$ cat src/hw/rtl/cbb_pkg.sv
// shared types, codes and widths for the circuit breaker backoff controller
package cbb_pkg;

    localparam int TIME_BITS     = 32;
    localparam int INTERVAL_BITS = 24;
    localparam int COUNT_BITS    = 16;
    localparam int JIT_BITS      = 8;

    // operand width of the shared unit, time must be wider than a doubled interval
    localparam int OPW   = TIME_BITS;
    localparam int PRODW = INTERVAL_BITS + 2 * JIT_BITS;
    localparam int RESW  = (PRODW > OPW) ? PRODW : OPW;

    localparam int ADDR_BITS = 5;
    localparam int IDX_BITS  = ADDR_BITS - 2;

    localparam logic [IDX_BITS-1:0] REG_BASE   = 3'd0;
    localparam logic [IDX_BITS-1:0] REG_CAP    = 3'd1;
    localparam logic [IDX_BITS-1:0] REG_PCAP   = 3'd2;
    localparam logic [IDX_BITS-1:0] REG_LIMIT  = 3'd3;
    localparam logic [IDX_BITS-1:0] REG_JSCALE = 3'd4;

    localparam logic [INTERVAL_BITS-1:0] BASE_RESET  = 24'd1000;
    localparam logic [INTERVAL_BITS-1:0] CAP_RESET   = 24'd60000;
    localparam logic [INTERVAL_BITS-1:0] PCAP_RESET  = 24'd5000;
    localparam logic [COUNT_BITS-1:0]    LIMIT_RESET = 16'd5;
    localparam logic [JIT_BITS-1:0]      JS_RESET    = 8'd0;

    localparam logic [2:0] KIND_ADMIT      = 3'd0;
    localparam logic [2:0] KIND_PROBE_OK   = 3'd1;
    localparam logic [2:0] KIND_PROBE_FAIL = 3'd2;
    localparam logic [2:0] KIND_VERIFY_OK  = 3'd3;
    localparam logic [2:0] KIND_XPORT_FAIL = 3'd4;
    localparam logic [2:0] KIND_INCONCL    = 3'd5;
    localparam logic [2:0] KIND_PRESSURE   = 3'd6;
    localparam logic [2:0] KIND_TIME_CHECK = 3'd7;

    localparam logic [1:0] MODE_CLOSED = 2'd0;
    localparam logic [1:0] MODE_OPEN   = 2'd1;
    localparam logic [1:0] MODE_HALF   = 2'd2;

    typedef enum logic [1:0] {
        ALU_MIN,
        ALU_MAX,
        ALU_ADD,
        ALU_MUL
    } alu_op_t;

    typedef struct packed {
        alu_op_t        op;
        logic [OPW-1:0] a;
        logic [OPW-1:0] b;
    } alu_req_t;

    typedef struct packed {
        logic [INTERVAL_BITS-1:0] base;
        logic [INTERVAL_BITS-1:0] cap;
        logic [INTERVAL_BITS-1:0] pcap;
        logic [COUNT_BITS-1:0]    limit;
        logic [JIT_BITS-1:0]      jscale;
    } cfg_t;

endpackage

$ cat src/hw/rtl/cbb_regs.sv
// configuration register file behind the apb port
module cbb_regs (
    input  logic                         clk,
    input  logic                         rst_n,
    input  logic                         psel,
    input  logic                         penable,
    input  logic                         pwrite,
    input  logic [cbb_pkg::ADDR_BITS-1:0] paddr,
    input  logic [31:0]                  pwdata,
    output logic [31:0]                  prdata,
    output logic                         pready,
    output cbb_pkg::cfg_t                cfg
);
    import cbb_pkg::*;

    cfg_t                cfg_reg;
    logic                wr_en;
    logic [IDX_BITS-1:0] idx;

    assign pready = 1'b1;
    assign wr_en  = psel && penable && pwrite;
    assign idx    = paddr[ADDR_BITS-1:2];
    assign cfg    = cfg_reg;

    always_ff @(posedge clk or negedge rst_n)
    begin
        if (!rst_n)
        begin
            cfg_reg.base   <= BASE_RESET;
            cfg_reg.cap    <= CAP_RESET;
            cfg_reg.pcap   <= PCAP_RESET;
            cfg_reg.limit  <= LIMIT_RESET;
            cfg_reg.jscale <= JS_RESET;
        end
        else if (wr_en)
        begin
            case (idx)
                REG_BASE:   cfg_reg.base   <= pwdata[INTERVAL_BITS-1:0];
                REG_CAP:    cfg_reg.cap    <= pwdata[INTERVAL_BITS-1:0];
                REG_PCAP:   cfg_reg.pcap   <= pwdata[INTERVAL_BITS-1:0];
                REG_LIMIT:  cfg_reg.limit  <= pwdata[COUNT_BITS-1:0];
                REG_JSCALE: cfg_reg.jscale <= pwdata[JIT_BITS-1:0];
                default:    ;
            endcase
        end
    end

    always_comb
    begin
        case (idx)
            REG_BASE:   prdata = 32'(cfg_reg.base);
            REG_CAP:    prdata = 32'(cfg_reg.cap);
            REG_PCAP:   prdata = 32'(cfg_reg.pcap);
            REG_LIMIT:  prdata = 32'(cfg_reg.limit);
            REG_JSCALE: prdata = 32'(cfg_reg.jscale);
            default:    prdata = 32'd0;
        endcase
    end

endmodule

$ cat src/hw/rtl/cbb_alu.sv
// shared min/max, saturating add and multiply unit with registered result
module cbb_alu (
    input  logic                    clk,
    input  cbb_pkg::alu_req_t       req,
    output logic [cbb_pkg::RESW-1:0] res
);
    import cbb_pkg::*;

    logic [RESW-1:0] res_reg;
    logic [RESW-1:0] res_next;
    logic [OPW:0]    sum;
    logic [PRODW-1:0] prod;

    assign sum  = {1'b0, req.a} + {1'b0, req.b};
    assign prod = req.a[INTERVAL_BITS-1:0] * req.b[2*JIT_BITS-1:0];

    always_comb
    begin
        case (req.op)
            ALU_MIN: res_next = RESW'((req.a < req.b) ? req.a : req.b);
            ALU_MAX: res_next = RESW'((req.a > req.b) ? req.a : req.b);
            // saturates at the all-ones time value
            ALU_ADD: res_next = RESW'(sum[OPW] ? {OPW{1'b1}} : sum[OPW-1:0]);
            ALU_MUL: res_next = RESW'(prod);
            default: res_next = '0;
        endcase
    end

    always_ff @(posedge clk)
    begin
        res_reg <= res_next;
    end

    assign res = res_reg;

endmodule

$ cat src/hw/rtl/cbb_seq.sv
// breaker state and the sequencer that drives the shared unit
module cbb_seq (
    input  logic                             clk,
    input  logic                             rst_n,
    input  cbb_pkg::cfg_t                    cfg,
    input  logic                             in_valid,
    output logic                             in_ready,
    input  logic [2:0]                       kind,
    input  logic [cbb_pkg::TIME_BITS-1:0]    now_ms,
    input  logic [cbb_pkg::JIT_BITS-1:0]     jitter_sample,
    input  logic                             pressure_flag,
    output logic                             out_valid,
    input  logic                             out_ready,
    output logic                             admitted,
    output logic                             probe_due,
    output logic [1:0]                       breaker_mode,
    output logic [cbb_pkg::TIME_BITS-1:0]    next_probe_time,
    output cbb_pkg::alu_req_t                alu_req,
    input  logic [cbb_pkg::RESW-1:0]         alu_res
);
    import cbb_pkg::*;

    typedef enum logic [3:0] {
        ST_IDLE,
        ST_MAXS,
        ST_DBL,
        ST_ACAP,
        ST_BASE,
        ST_JMUL,
        ST_BMUL,
        ST_DADD,
        ST_CLAMP,
        ST_TADD,
        ST_PCAP,
        ST_PADD,
        ST_PMIN,
        ST_STORE,
        ST_DONE
    } state_t;

    state_t                   state_reg;
    logic [1:0]               mode_reg;
    logic                     token_reg;
    logic [COUNT_BITS-1:0]    fc_reg;
    logic [INTERVAL_BITS-1:0] interval_reg;
    logic [TIME_BITS-1:0]     ptime_reg;
    logic                     press_reg;

    logic [2:0]               kind_reg;
    logic [TIME_BITS-1:0]     now_reg;
    logic [JIT_BITS-1:0]      jit_reg;
    logic                     adm_reg;
    logic                     dbl_reg;
    logic [INTERVAL_BITS-1:0] acap_reg;
    logic [INTERVAL_BITS-1:0] basew_reg;

    logic                     out_valid_reg;
    logic                     out_adm_reg;
    logic                     out_due_reg;
    logic [1:0]               out_mode_reg;
    logic [TIME_BITS-1:0]     out_time_reg;

    logic                     accept;
    logic                     out_free;
    logic [COUNT_BITS-1:0]    fc_next;
    logic [INTERVAL_BITS-1:0] dbl_src;
    logic                     start_adm;
    logic                     start_dbl;
    state_t                   start_state;

    assign in_ready        = (state_reg == ST_IDLE);
    assign accept          = in_valid && in_ready;
    assign out_free        = !out_valid_reg || out_ready;
    assign fc_next         = (fc_reg == {COUNT_BITS{1'b1}}) ? fc_reg : fc_reg + 1'b1;
    assign dbl_src         = (kind_reg == KIND_PROBE_FAIL) ? interval_reg
                                                           : alu_res[INTERVAL_BITS-1:0];
    assign out_valid       = out_valid_reg;
    assign admitted        = out_adm_reg;
    assign probe_due       = out_due_reg;
    assign breaker_mode    = out_mode_reg;
    assign next_probe_time = out_time_reg;

    // first step of the sequence for an accepted event
    always_comb
    begin
        start_adm   = (kind == KIND_ADMIT) &&
                      ((mode_reg == MODE_CLOSED) || (mode_reg == MODE_HALF && token_reg));
        start_dbl   = 1'b0;
        start_state = ST_DONE;
        case (kind)
            KIND_PROBE_FAIL:
            begin
                if (mode_reg == MODE_OPEN)
                begin
                    start_dbl   = 1'b1;
                    start_state = ST_DBL;
                end
            end
            KIND_XPORT_FAIL:
            begin
                if (mode_reg == MODE_HALF)
                begin
                    start_dbl   = 1'b1;
                    start_state = ST_MAXS;
                end
                else if (mode_reg == MODE_CLOSED && fc_next >= cfg.limit)
                begin
                    start_state = ST_ACAP;
                end
            end
            KIND_PRESSURE:
            begin
                if (!press_reg && pressure_flag && mode_reg == MODE_OPEN)
                begin
                    start_state = ST_PCAP;
                end
            end
            default: ;
        endcase
    end

    // operand selection for the shared unit, result shows up one state later
    always_comb
    begin
        alu_req.op = ALU_MIN;
        alu_req.a  = '0;
        alu_req.b  = '0;
        case (state_reg)
            ST_MAXS:
            begin
                alu_req.op = ALU_MAX;
                alu_req.a  = OPW'(interval_reg);
                alu_req.b  = OPW'(cfg.base);
            end
            ST_DBL:
            begin
                alu_req.a = OPW'({dbl_src, 1'b0});
                alu_req.b = OPW'(cfg.cap);
            end
            ST_ACAP, ST_PCAP:
            begin
                alu_req.a = OPW'(cfg.cap);
                alu_req.b = (press_reg || state_reg == ST_PCAP) ? OPW'(cfg.pcap)
                                                                : OPW'(cfg.cap);
            end
            ST_BASE:
            begin
                alu_req.a = OPW'(interval_reg);
                alu_req.b = alu_res[OPW-1:0];
            end
            ST_JMUL:
            begin
                alu_req.op = ALU_MUL;
                alu_req.a  = OPW'(jit_reg);
                alu_req.b  = OPW'(cfg.jscale);
            end
            ST_BMUL:
            begin
                alu_req.op = ALU_MUL;
                alu_req.a  = OPW'(basew_reg);
                alu_req.b  = OPW'(alu_res[2*JIT_BITS-1:0]);
            end
            ST_DADD:
            begin
                alu_req.op = ALU_ADD;
                alu_req.a  = OPW'(basew_reg);
                alu_req.b  = OPW'(alu_res[PRODW-1:2*JIT_BITS]);
            end
            ST_CLAMP:
            begin
                alu_req.a = alu_res[OPW-1:0];
                alu_req.b = press_reg ? OPW'(acap_reg) : alu_res[OPW-1:0];
            end
            ST_TADD, ST_PADD:
            begin
                alu_req.op = ALU_ADD;
                alu_req.a  = now_reg;
                alu_req.b  = alu_res[OPW-1:0];
            end
            ST_PMIN:
            begin
                alu_req.a = ptime_reg;
                alu_req.b = alu_res[OPW-1:0];
            end
            default: ;
        endcase
    end

    always_ff @(posedge clk or negedge rst_n)
    begin
        if (!rst_n)
        begin
            state_reg     <= ST_IDLE;
            mode_reg      <= MODE_CLOSED;
            token_reg     <= 1'b0;
            fc_reg        <= '0;
            interval_reg  <= BASE_RESET;
            ptime_reg     <= '0;
            press_reg     <= 1'b0;
            out_valid_reg <= 1'b0;
            kind_reg      <= KIND_TIME_CHECK;
            now_reg       <= '0;
            jit_reg       <= '0;
            adm_reg       <= 1'b0;
            dbl_reg       <= 1'b0;
            acap_reg      <= '0;
            basew_reg     <= '0;
            out_adm_reg   <= 1'b0;
            out_due_reg   <= 1'b0;
            out_mode_reg  <= MODE_CLOSED;
            out_time_reg  <= '0;
        end
        else
        begin
            if (out_valid_reg && out_ready && state_reg != ST_DONE)
            begin
                out_valid_reg <= 1'b0;
            end
            case (state_reg)
                ST_IDLE:
                begin
                    if (accept)
                    begin
                        kind_reg  <= kind;
                        now_reg   <= now_ms;
                        jit_reg   <= jitter_sample;
                        adm_reg   <= start_adm;
                        dbl_reg   <= start_dbl;
                        state_reg <= start_state;
                        case (kind)
                            KIND_ADMIT:
                            begin
                                if (mode_reg == MODE_HALF && token_reg)
                                begin
                                    token_reg <= 1'b0;
                                end
                            end
                            KIND_PROBE_OK:
                            begin
                                if (mode_reg == MODE_OPEN)
                                begin
                                    mode_reg  <= MODE_HALF;
                                    token_reg <= 1'b1;
                                end
                            end
                            KIND_VERIFY_OK:
                            begin
                                mode_reg     <= MODE_CLOSED;
                                fc_reg       <= '0;
                                interval_reg <= cfg.base;
                                token_reg    <= 1'b0;
                            end
                            KIND_XPORT_FAIL:
                            begin
                                if (mode_reg == MODE_HALF)
                                begin
                                    // trip with a doubled interval, never below base
                                    mode_reg  <= MODE_OPEN;
                                    token_reg <= 1'b0;
                                end
                                else if (mode_reg == MODE_CLOSED)
                                begin
                                    fc_reg <= fc_next;
                                    if (fc_next >= cfg.limit)
                                    begin
                                        interval_reg <= cfg.base;
                                        mode_reg     <= MODE_OPEN;
                                        token_reg    <= 1'b0;
                                    end
                                end
                            end
                            KIND_INCONCL:
                            begin
                                fc_reg <= '0;
                                if (mode_reg == MODE_HALF)
                                begin
                                    token_reg <= 1'b1;
                                end
                            end
                            KIND_PRESSURE:
                            begin
                                press_reg <= pressure_flag;
                            end
                            default: ;
                        endcase
                    end
                end
                ST_MAXS:  state_reg <= ST_DBL;
                ST_DBL:   state_reg <= ST_ACAP;
                ST_ACAP:
                begin
                    if (dbl_reg)
                    begin
                        interval_reg <= alu_res[INTERVAL_BITS-1:0];
                    end
                    state_reg <= ST_BASE;
                end
                ST_BASE:
                begin
                    acap_reg  <= alu_res[INTERVAL_BITS-1:0];
                    state_reg <= ST_JMUL;
                end
                ST_JMUL:
                begin
                    basew_reg <= alu_res[INTERVAL_BITS-1:0];
                    state_reg <= ST_BMUL;
                end
                ST_BMUL:  state_reg <= ST_DADD;
                ST_DADD:  state_reg <= ST_CLAMP;
                ST_CLAMP: state_reg <= ST_TADD;
                ST_TADD:  state_reg <= ST_STORE;
                ST_PCAP:  state_reg <= ST_PADD;
                ST_PADD:  state_reg <= ST_PMIN;
                ST_PMIN:  state_reg <= ST_STORE;
                ST_STORE:
                begin
                    ptime_reg <= alu_res[TIME_BITS-1:0];
                    state_reg <= ST_DONE;
                end
                ST_DONE:
                begin
                    if (out_free)
                    begin
                        out_valid_reg <= 1'b1;
                        out_adm_reg   <= adm_reg;
                        out_due_reg   <= (mode_reg == MODE_OPEN) && (now_reg >= ptime_reg);
                        out_mode_reg  <= mode_reg;
                        out_time_reg  <= ptime_reg;
                        state_reg     <= ST_IDLE;
                    end
                end
                default: state_reg <= ST_IDLE;
            endcase
        end
    end

    a_token_half: assert property (@(posedge clk) disable iff (!rst_n)
        token_reg |-> mode_reg == MODE_HALF)
        else $error("admission token held outside half-open");

    a_store_open: assert property (@(posedge clk) disable iff (!rst_n)
        state_reg == ST_STORE |-> mode_reg == MODE_OPEN)
        else $error("probe time written while breaker not open");

    a_one_at_a_time: assert property (@(posedge clk) disable iff (!rst_n)
        accept |=> !in_ready)
        else $error("new event taken while one is in flight");

    a_adm_closed_half: assert property (@(posedge clk) disable iff (!rst_n)
        (state_reg == ST_DONE && adm_reg) |-> mode_reg != MODE_OPEN)
        else $error("admission granted while open");

endmodule

$ cat src/hw/rtl/circuit_breaker_backoff_controller.sv
// Circuit breaker with exponential probe backoff: closed, open and half-open modes.
// Each event on the input channel yields exactly one result transfer. Admit, probe ok,
// verify ok, inconclusive, time check and transport failures that do not trip go
// straight to the result register; a trip from closed, a failed probe and a trip
// from half-open run the probe scheduler, and so does a pressure rise while open.
// Each step uses the single shared min/max/add/multiply unit, which the sequencer
// uses once per cycle with a registered result. The input is not ready while an
// event is in work; a finished result waits in the output register, and the next
// event is taken and worked meanwhile but its result is held until that register
// is free. Configuration is written over the apb port at byte address 4*index.
module circuit_breaker_backoff_controller (
    input  logic                             clk,
    input  logic                             rst_n,
    input  logic                             psel,
    input  logic                             penable,
    input  logic                             pwrite,
    input  logic [cbb_pkg::ADDR_BITS-1:0]    paddr,
    input  logic [31:0]                      pwdata,
    output logic [31:0]                      prdata,
    output logic                             pready,
    input  logic                             in_valid,
    output logic                             in_ready,
    input  logic [2:0]                       kind,
    input  logic [cbb_pkg::TIME_BITS-1:0]    now_ms,
    input  logic [cbb_pkg::JIT_BITS-1:0]     jitter_sample,
    input  logic                             pressure_flag,
    output logic                             out_valid,
    input  logic                             out_ready,
    output logic                             admitted,
    output logic                             probe_due,
    output logic [1:0]                       breaker_mode,
    output logic [cbb_pkg::TIME_BITS-1:0]    next_probe_time
);
    import cbb_pkg::*;

    cfg_t            cfg;
    alu_req_t        alu_req;
    logic [RESW-1:0] alu_res;

    cbb_regs u_regs (
        .clk     (clk),
        .rst_n   (rst_n),
        .psel    (psel),
        .penable (penable),
        .pwrite  (pwrite),
        .paddr   (paddr),
        .pwdata  (pwdata),
        .prdata  (prdata),
        .pready  (pready),
        .cfg     (cfg)
    );

    cbb_alu u_alu (
        .clk (clk),
        .req (alu_req),
        .res (alu_res)
    );

    cbb_seq u_seq (
        .clk             (clk),
        .rst_n           (rst_n),
        .cfg             (cfg),
        .in_valid        (in_valid),
        .in_ready        (in_ready),
        .kind            (kind),
        .now_ms          (now_ms),
        .jitter_sample   (jitter_sample),
        .pressure_flag   (pressure_flag),
        .out_valid       (out_valid),
        .out_ready       (out_ready),
        .admitted        (admitted),
        .probe_due       (probe_due),
        .breaker_mode    (breaker_mode),
        .next_probe_time (next_probe_time),
        .alu_req         (alu_req),
        .alu_res         (alu_res)
    );

endmodule
$ cat config.mk
export PLATFORM = sky130hd
export DESIGN_NAME = circuit_breaker_backoff_controller
export DESIGN_NICKNAME = d
export VERILOG_FILES = /design/src/hw/rtl/cbb_pkg.sv /design/src/hw/rtl/cbb_regs.sv /design/src/hw/rtl/cbb_alu.sv /design/src/hw/rtl/cbb_seq.sv /design/src/hw/rtl/circuit_breaker_backoff_controller.sv
export SDC_FILE = /design/constraint.sdc
export NUM_CORES = 2
export LEC_CHECK = 0
export ABC_AREA = 1
export BUFFER_PORTS_ARGS = -buffer_cell sky130_fd_sc_hd__clkbuf_2
export CAP_MARGIN = 20
export CORE_ASPECT_RATIO = 1.1
export CORE_MARGIN = 1.5
export CORE_UTILIZATION = 60
export DETAILED_ROUTE_END_ITERATION = 12
export MAX_ROUTING_LAYER = met4
export PLACE_DENSITY_LB_ADDON = 0.25
export SLEW_MARGIN = 25
export SYNTH_ARGS = -nofsm -noshare
export SYNTH_HDL_FRONTEND = slang
export SYNTH_SLANG_ARGS = --single-unit
$ cat constraint.sdc
create_clock -name clk -period 8.3 [get_ports clk]
set_input_delay 0.83 -clock clk [delete_from_list [all_inputs] [get_ports clk]]
set_output_delay 0.83 -clock clk [all_outputs]
set_load 0.01 [all_outputs]
# Word level (Yosys, flattened, before mapping)
# Index checks and enable logic that the tools add are counted.
[word_totals]
reg_bits = 346
elab_cells = 169
[classes]
n_reduce_logical = 44
multipliers = 1
eq_ne = 46
n_lt_le_gt_ge = 4
addsub = 2
n_mux = 47
[ops]
columns = ["cell", "n"]
rows = [
  ["$pmux W64 S10", 1],
  ["$mux W24", 7],
  ["$pmux W40 S4", 1],
  ["$mux W32", 4],
  ["$pmux W24 S5", 1],
  ["$pmux W24 S2", 2],
  ["$pmux W4 S14", 1],
  ["$mux W16", 3],
  ["$mul A24 B16 Y40", 1],
  ["$add A32 B32 Y33", 1],
  ["$ge A32 B32 Y1", 1],
  ["$gt A32 B32 Y1", 1],
  ["$lt A32 B32 Y1", 1],
  ["$pmux W16 S2", 1],
  ["$eq A4 B4 Y1 const B", 7],
  ["$mux W4", 5],
  ["$add A16 B1 Y16 const B", 1],
  ["$eq A16 B16 Y1 const B", 1],
  ["$eq A4 B3 Y1 const B", 4],
  ["$ge A16 B16 Y1", 1],
  ["$reduce_and A2 Y1", 8],
  ["$eq A3 B2 Y1 const B", 5],
  ["$eq A3 B3 Y1 const B", 4],
  ["$ne A3 B3 Y1 const B", 4],
  ["other kinds (32)", 78],
]

# Logic depth before layout (Yosys ltp)
[logic_depth]
ltp_word = 9
mapped_depth = 40
depth_no_buf = 38

# Cells and area by module
# A second synthesis with hierarchy kept.
[unflattened]
hier_cells = 5065
hier_area_um2 = 35811.8
[modules_own_cells]
columns = ["module", "seq_area_each_um2", "area_each_um2", "instances", "cells_per_inst"]
rows = [
  ["cbb_alu", 800.8, 18824.3, 1, 2853],
  ["cbb_seq", 5266.3, 12492.0, 1, 1657],
  ["cbb_regs", 2427.3, 4495.6, 1, 555],
]

# Worst setup path before layout
# Ideal clock, no wire load.
[synth_timing]
path_type = "register to register"
from = "register u_seq.state_reg[1]"
to = "register u_alu.res_reg[28], in the netlist u_alu.res[28]"
path_stages_with_launch = 34
n_path_buf = 2
setup_slack_ns = 1.707
setup_time_ns = 0.126
arrival_time_ns = 6.467
cell_sequence = "dfrtp_1 nor2_2 nand2_1 o21ai_0 inv_1 nand2_1 buf_2 nand2_1 nor3b_4 inv_2 buf_2 ha_1 inv_1 fa_1 inv_1 fa_1 inv_1 fa_1 inv_1 fa_1 fa_1 inv_1 fa_1 inv_1 ha_1 a21oi_1 o21ai_0 a21oi_1 inv_1 a21oi_1 nand2_1 or2_2 nand3_1 nand3_1"
[synth_between]
elab_chain_len = 7
elab_cells_between_ends = 32
cone_classes = "add/sub: 1; mul: 1; order compare: 2; eq/ne: 15; mux: 7; reduce/logical: 6"
[synth_lines]
columns = ["item", "line_no", "rtl"]
rows = [
  ["from (decl)", "cbb_seq.sv:41", "state_t state_reg;"],
  ["from (signal assigned)", "cbb_seq.sv:229", "state_reg <= start_state;"],
  ["parallel branches: the longest is 6 deep, another holds $mul A24 B16 Y40", "--", ""],
  ["$pmux W40 S4 (*)", "cbb_alu.sv:19", "case (req.op)"],
  ["named net u_alu.res_next[28]", "cbb_alu.sv:10", "logic [RESW-1:0] res_next;"],
  ["to (signal assigned)", "cbb_alu.sv:31", "res_reg <= res_next;"],
  ["to (decl)", "cbb_alu.sv:9", "logic [RESW-1:0] res_reg;"],
]
# Mark *: on every way through the listed nets, which the timed path passes.
# A chain may end at the register's enable or synchronous reset.

# Worst setup path after layout
[layout_timing]
from = "register u_seq.state_reg[2]"
to = "register u_alu.res_reg[29], in the netlist u_alu.res[29]"
# The elaborated chain is that of the path after synthesis.

==> metrics.txt <==
# TYPE chip_impl_metric gauge
chip_impl_info{name="status",value="finished clean"} 1
chip_impl_info{name="synthDominantAreaCellType",value="sky130_fd_sc_hd__dfrtp_1"} 1
chip_impl_metric{name="cts_max_path_buffers",unit=""} 3
chip_impl_metric{name="detail_route.drc_violations",unit=""} 0
chip_impl_metric{name="arrival",unit="ps"} 8400
chip_impl_metric{name="dr_total_vias",unit=""} 34100
chip_impl_metric{name="worst_pin_slew",unit="ps"} 977
chip_impl_metric{name="antenna_violating_nets_post_route",unit=""} 0
chip_impl_metric{name="clock-sinks",unit=""} 346
chip_impl_metric{name="period_minus_slack",unit="ps"} 7990
chip_impl_metric{name="place.port_buffers",unit=""} 139
chip_impl_metric{name="max-slew-margin-rel",unit="%"} 34.7
chip_impl_metric{name="drt_pre_antenna_iters",unit=""} 6
chip_impl_info{name="critical_path_class",value="reg2reg"} 1
chip_impl_metric{name="max_cap_violations",unit=""} 0
chip_impl_metric{name="yosys_warnings",unit=""} 0
chip_impl_metric{name="grt_first_pass_wirelength",unit="um"} 197000
chip_impl_info{name="worst_path_most_repeated_cell",value="sky130_fd_sc_hd__nand2_1"} 1
chip_impl_metric{name="timing.final.crit_share",unit="%"} 96.2
chip_impl_metric{name="required_time_of_the_critical_path",unit="ps"} 8720
chip_impl_metric{name="synth_area_per_cell",unit="um^2"} 7.26
chip_impl_metric{name="fp.dieW",unit="um"} 233
chip_impl_info{name="min-delay-path-class",value="in2async"} 1
chip_impl_metric{name="grt_start_max_net_pins",unit=""} 155
chip_impl_metric{name="num-fill-cells",unit=""} 5094
chip_impl_info{name="ctsRootBufferMaster",value="sky130_fd_sc_hd__clkbuf_16"} 1
chip_impl_metric{name="finish.net_count",unit=""} 5623
chip_impl_metric{name="synth.distinct_cells",unit=""} 55
chip_impl_info{name="tritoncts",value="done"} 1
chip_impl_metric{name="cts-htree-levels",unit=""} 2
chip_impl_metric{name="finalHoldViolCount",unit=""} 0
chip_impl_info{name="start_kind",value="register"} 1
chip_impl_info{name="yosys_most_used_dff",value="sky130_fd_sc_hd__dfrtp_1"} 1
chip_impl_metric{name="grtUsageTotal",unit="%"} 45.4
chip_impl_metric{name="synth_simple_gate_area_share",unit="%"} 23.8
chip_impl_metric{name="post_synth_edffs",unit=""} 0
chip_impl_metric{name="synth_area",unit="um^2"} 35000
chip_impl_metric{name="placed_area",unit="um^2"} 37400
chip_impl_metric{name="vias_in_the_first_global_route",unit=""} 33900
chip_impl_metric{name="post-cts-setup-buffer-count",unit=""} 0
chip_impl_info{name="critical_path.top_delay_family",value="adder cells"} 1
chip_impl_metric{name="area_growth",unit="%"} 10.4
chip_impl_metric{name="synth-compound-area-share",unit="%"} 13.7
chip_impl_metric{name="final-setup-viol-count",unit=""} 0
chip_impl_metric{name="global_route.overflow_total",unit=""} 0
chip_impl_metric{name="cts-buffers-inserted",unit=""} 37
chip_impl_metric{name="fp.dieH",unit="um"} 256
chip_impl_metric{name="adder_and_majority_gate_portion_of_the_synthesized_area",unit="%"} 25.6
chip_impl_metric{name="routed_wire_length_per_instance",unit="um"} 22.6
chip_impl_metric{name="floorplan.initialDensity",unit="%"} 60.8
chip_impl_metric{name="setup_skew",unit="ps"} 32.8
chip_impl_metric{name="vias_per_cell",unit=""} 5.90
chip_impl_metric{name="seq_area_frac_synth",unit="%"} 24.3
chip_impl_metric{name="max_fo_critical_path",unit=""} 23
chip_impl_metric{name="dpl.cell_count",unit=""} 5716
chip_impl_info{name="rsz0062_at_grt",value="false"} 1
chip_impl_metric{name="syn_inst",unit=""} 4821
chip_impl_info{name="layout.cells.most_common",value="sky130_fd_sc_hd__nand2_1"} 1
chip_impl_metric{name="maxSlewViolCount",unit=""} 0
chip_impl_metric{name="antenna-diode-count",unit=""} 0
chip_impl_metric{name="post_layout_nonfiller_instances",unit=""} 5784
chip_impl_metric{name="crit_buf_inv",unit=""} 7
chip_impl_metric{name="yosys.area_share.xor_xnor",unit="%"} 0.825
chip_impl_metric{name="synth_seq_cells",unit=""} 346
chip_impl_info{name="timing.critical_path.to_type",value="register"} 1
chip_impl_metric{name="std_cell_rows",unit=""} 92
chip_impl_metric{name="postRouteWirelength",unit="um"} 131000
chip_impl_metric{name="muxShareOfSynthArea",unit="%"} 0
chip_impl_metric{name="final_layout_size_suffix_gt1_share",unit="%"} 10.5
chip_impl_metric{name="cpPeakStageDelay",unit="ps"} 790
chip_impl_metric{name="largest_register_ff_count",unit=""} 96
chip_impl_metric{name="grt_antenna_before_repair",unit=""} 0
chip_impl_metric{name="initialDrtViolationCount",unit=""} 3609
chip_impl_metric{name="async_set_or_reset_flop_fraction_in_the_synthesized_netlist",unit="%"} 88.4
chip_impl_info{name="worst_path_slowest_cell",value="sky130_fd_sc_hd__o211ai_1"} 1
chip_impl_metric{name="ios",unit=""} 159
chip_impl_metric{name="finalWeightedCongestion",unit=""} 1.08
chip_impl_metric{name="die_area",unit="um^2"} 59800
chip_impl_info{name="worst_r2r_startpoint",value="u_seq.state_reg[2]"} 1
chip_impl_metric{name="place_hpwl",unit="um"} 103000
chip_impl_metric{name="synth.top_cell.area_share",unit="%"} 19.8
chip_impl_info{name="synth_area_leaders",value="sky130_fd_sc_hd__dfrtp_1 20%, sky130_fd_sc_hd__fa_1 18%, sky130_fd_sc_hd__nand2_1 13%"} 1
chip_impl_metric{name="tns",unit="ps"} 0
chip_impl_info{name="crit_start",value="u_seq.state_reg[2]"} 1
chip_impl_metric{name="clk_transition_reported_paths",unit="ps"} 60
chip_impl_metric{name="worstSkewPairLatency",unit="ps"} 550
chip_impl_metric{name="design_area",unit="um^2"} 38700
chip_impl_info{name="final_cell_mix",value="1,249 x sky130_fd_sc_hd__nand2_1, 831 x sky130_fd_sc_hd__inv_1, 439 x sky130_fd_sc_hd__o21ai_0"} 1
chip_impl_info{name="synth_top_family_by_area",value="adder cells"} 1
chip_impl_metric{name="design.core.area",unit="um^2"} 57600
chip_impl_metric{name="timing_limited_maximum_frequency",unit="GHz"} 0.125
[cells in the mapped netlist (3+ instances only)]
cell type,n
sky130_fd_sc_hd__o21bai_1,11
sky130_fd_sc_hd__dfrtp_1,277
sky130_fd_sc_hd__o21ai_1,9
sky130_fd_sc_hd__buf_4,12
sky130_fd_sc_hd__nor4_2,10
sky130_fd_sc_hd__a221oi_1,8
sky130_fd_sc_hd__or2_2,3
sky130_fd_sc_hd__nand4_1,33
sky130_fd_sc_hd__nor2_2,17
sky130_fd_sc_hd__nor3_1,35
sky130_fd_sc_hd__a31oi_1,8
sky130_fd_sc_hd__nor4_4,12
sky130_fd_sc_hd__buf_2,86
sky130_fd_sc_hd__inv_1,832
sky130_fd_sc_hd__xnor2_1,10
sky130_fd_sc_hd__dfxtp_1,40
sky130_fd_sc_hd__nor4_1,9
sky130_fd_sc_hd__buf_1,8
sky130_fd_sc_hd__dfstp_2,29
sky130_fd_sc_hd__fa_1,307
sky130_fd_sc_hd__a21o_1,10
sky130_fd_sc_hd__o2111ai_1,9
sky130_fd_sc_hd__nand2_1,1252
sky130_fd_sc_hd__o221ai_1,18
sky130_fd_sc_hd__nand3_1,211
sky130_fd_sc_hd__o21a_1,7
sky130_fd_sc_hd__nor2_4,4
sky130_fd_sc_hd__a21boi_0,6
sky130_fd_sc_hd__clkbuf_1,86
sky130_fd_sc_hd__o31ai_1,4
sky130_fd_sc_hd__ha_1,225
sky130_fd_sc_hd__a21oi_1,229
sky130_fd_sc_hd__o21ai_0,439
sky130_fd_sc_hd__a21oi_4,4
sky130_fd_sc_hd__nand2_2,6
sky130_fd_sc_hd__inv_2,41
sky130_fd_sc_hd__nor3_2,3
sky130_fd_sc_hd__nor2_1,374
sky130_fd_sc_hd__o22ai_1,52
sky130_fd_sc_hd__xor2_1,23
sky130_fd_sc_hd__nand3b_1,4
sky130_fd_sc_hd__o211ai_1,39
[kinds of logic (layout without fill, tap and decap cells)]
| kind of cell | count (synthesis) | after routing |
|---|---|---|
| and+or+nand+nor | 1981 | 1981 |
| DFF | 346 | 346 |
| buffers and inverters | 1067 | 1271 |
| adders and majority gates | 532 | 532 |
| AOI/OAI and AO/OA | 860 | 860 |
| xor gates and xnor gates | 33 | 33 |
| other | 2 | 9 |
[stage by stage]
step / utilization (%) / hold slack (ps) / worst slack [ps]
5_1_grt: 67.2 / 321 / 32.8
3_5_place_dp: 65.0 / 465 / 544
6_report: 67.2 / 269 / 313
2_1_floorplan: - / 449 / 1710
3_3_place_gp: 65.0 / 457 / 573
4_1_cts: 67.2 / 304 / 504
[routing by layer]
metal / vias up / share of wire, % / track usage (%)
met4: 0 / 9.6 / 34.2
met2: 1770 / 48 / 73.0
met5: - / 0 / -
li1: 15500 / - / -
met1: 16300 / 35 / 51.5
met3: 574 / 7.5 / 5.79
[layout make-up]
cell class              count  area, um^2  area share [%]
clock inverters             9         128           0.330
flip-flops and latches    346        8490            22.0
inverters                 874        3280            8.49
clock buffers              59        1130            2.93
repair buffers            329        2240            5.81
well taps                 752         941            2.43
multi-input cells        3415       22400            58.0
[timing repair]
action	in CTS	in global routing
hold buffers	0	0
resized for setup	0	2
endpoints found under the setup margin	0	7
[path summary, 6_finish.rpt]
check / cells after the start / end / slack, ps
worst max register to register: 30 / u_alu.res[29] / 310
worst max-delay path: 30 / u_alu.res[29] / 310
max in group asynchronous: 2 / u_seq.acap_reg[22] / 6620
min in group clk: 2 / u_seq.probe_due / 480
worst min-delay path: 1 / u_seq.next_probe_time[17] / 270
worst min register to register: 2 / u_seq.probe_due / 480
Power is left out: the tool's default activity adds up to more than one toggle a clock period on the data nets, which glitch-free logic cannot reach.
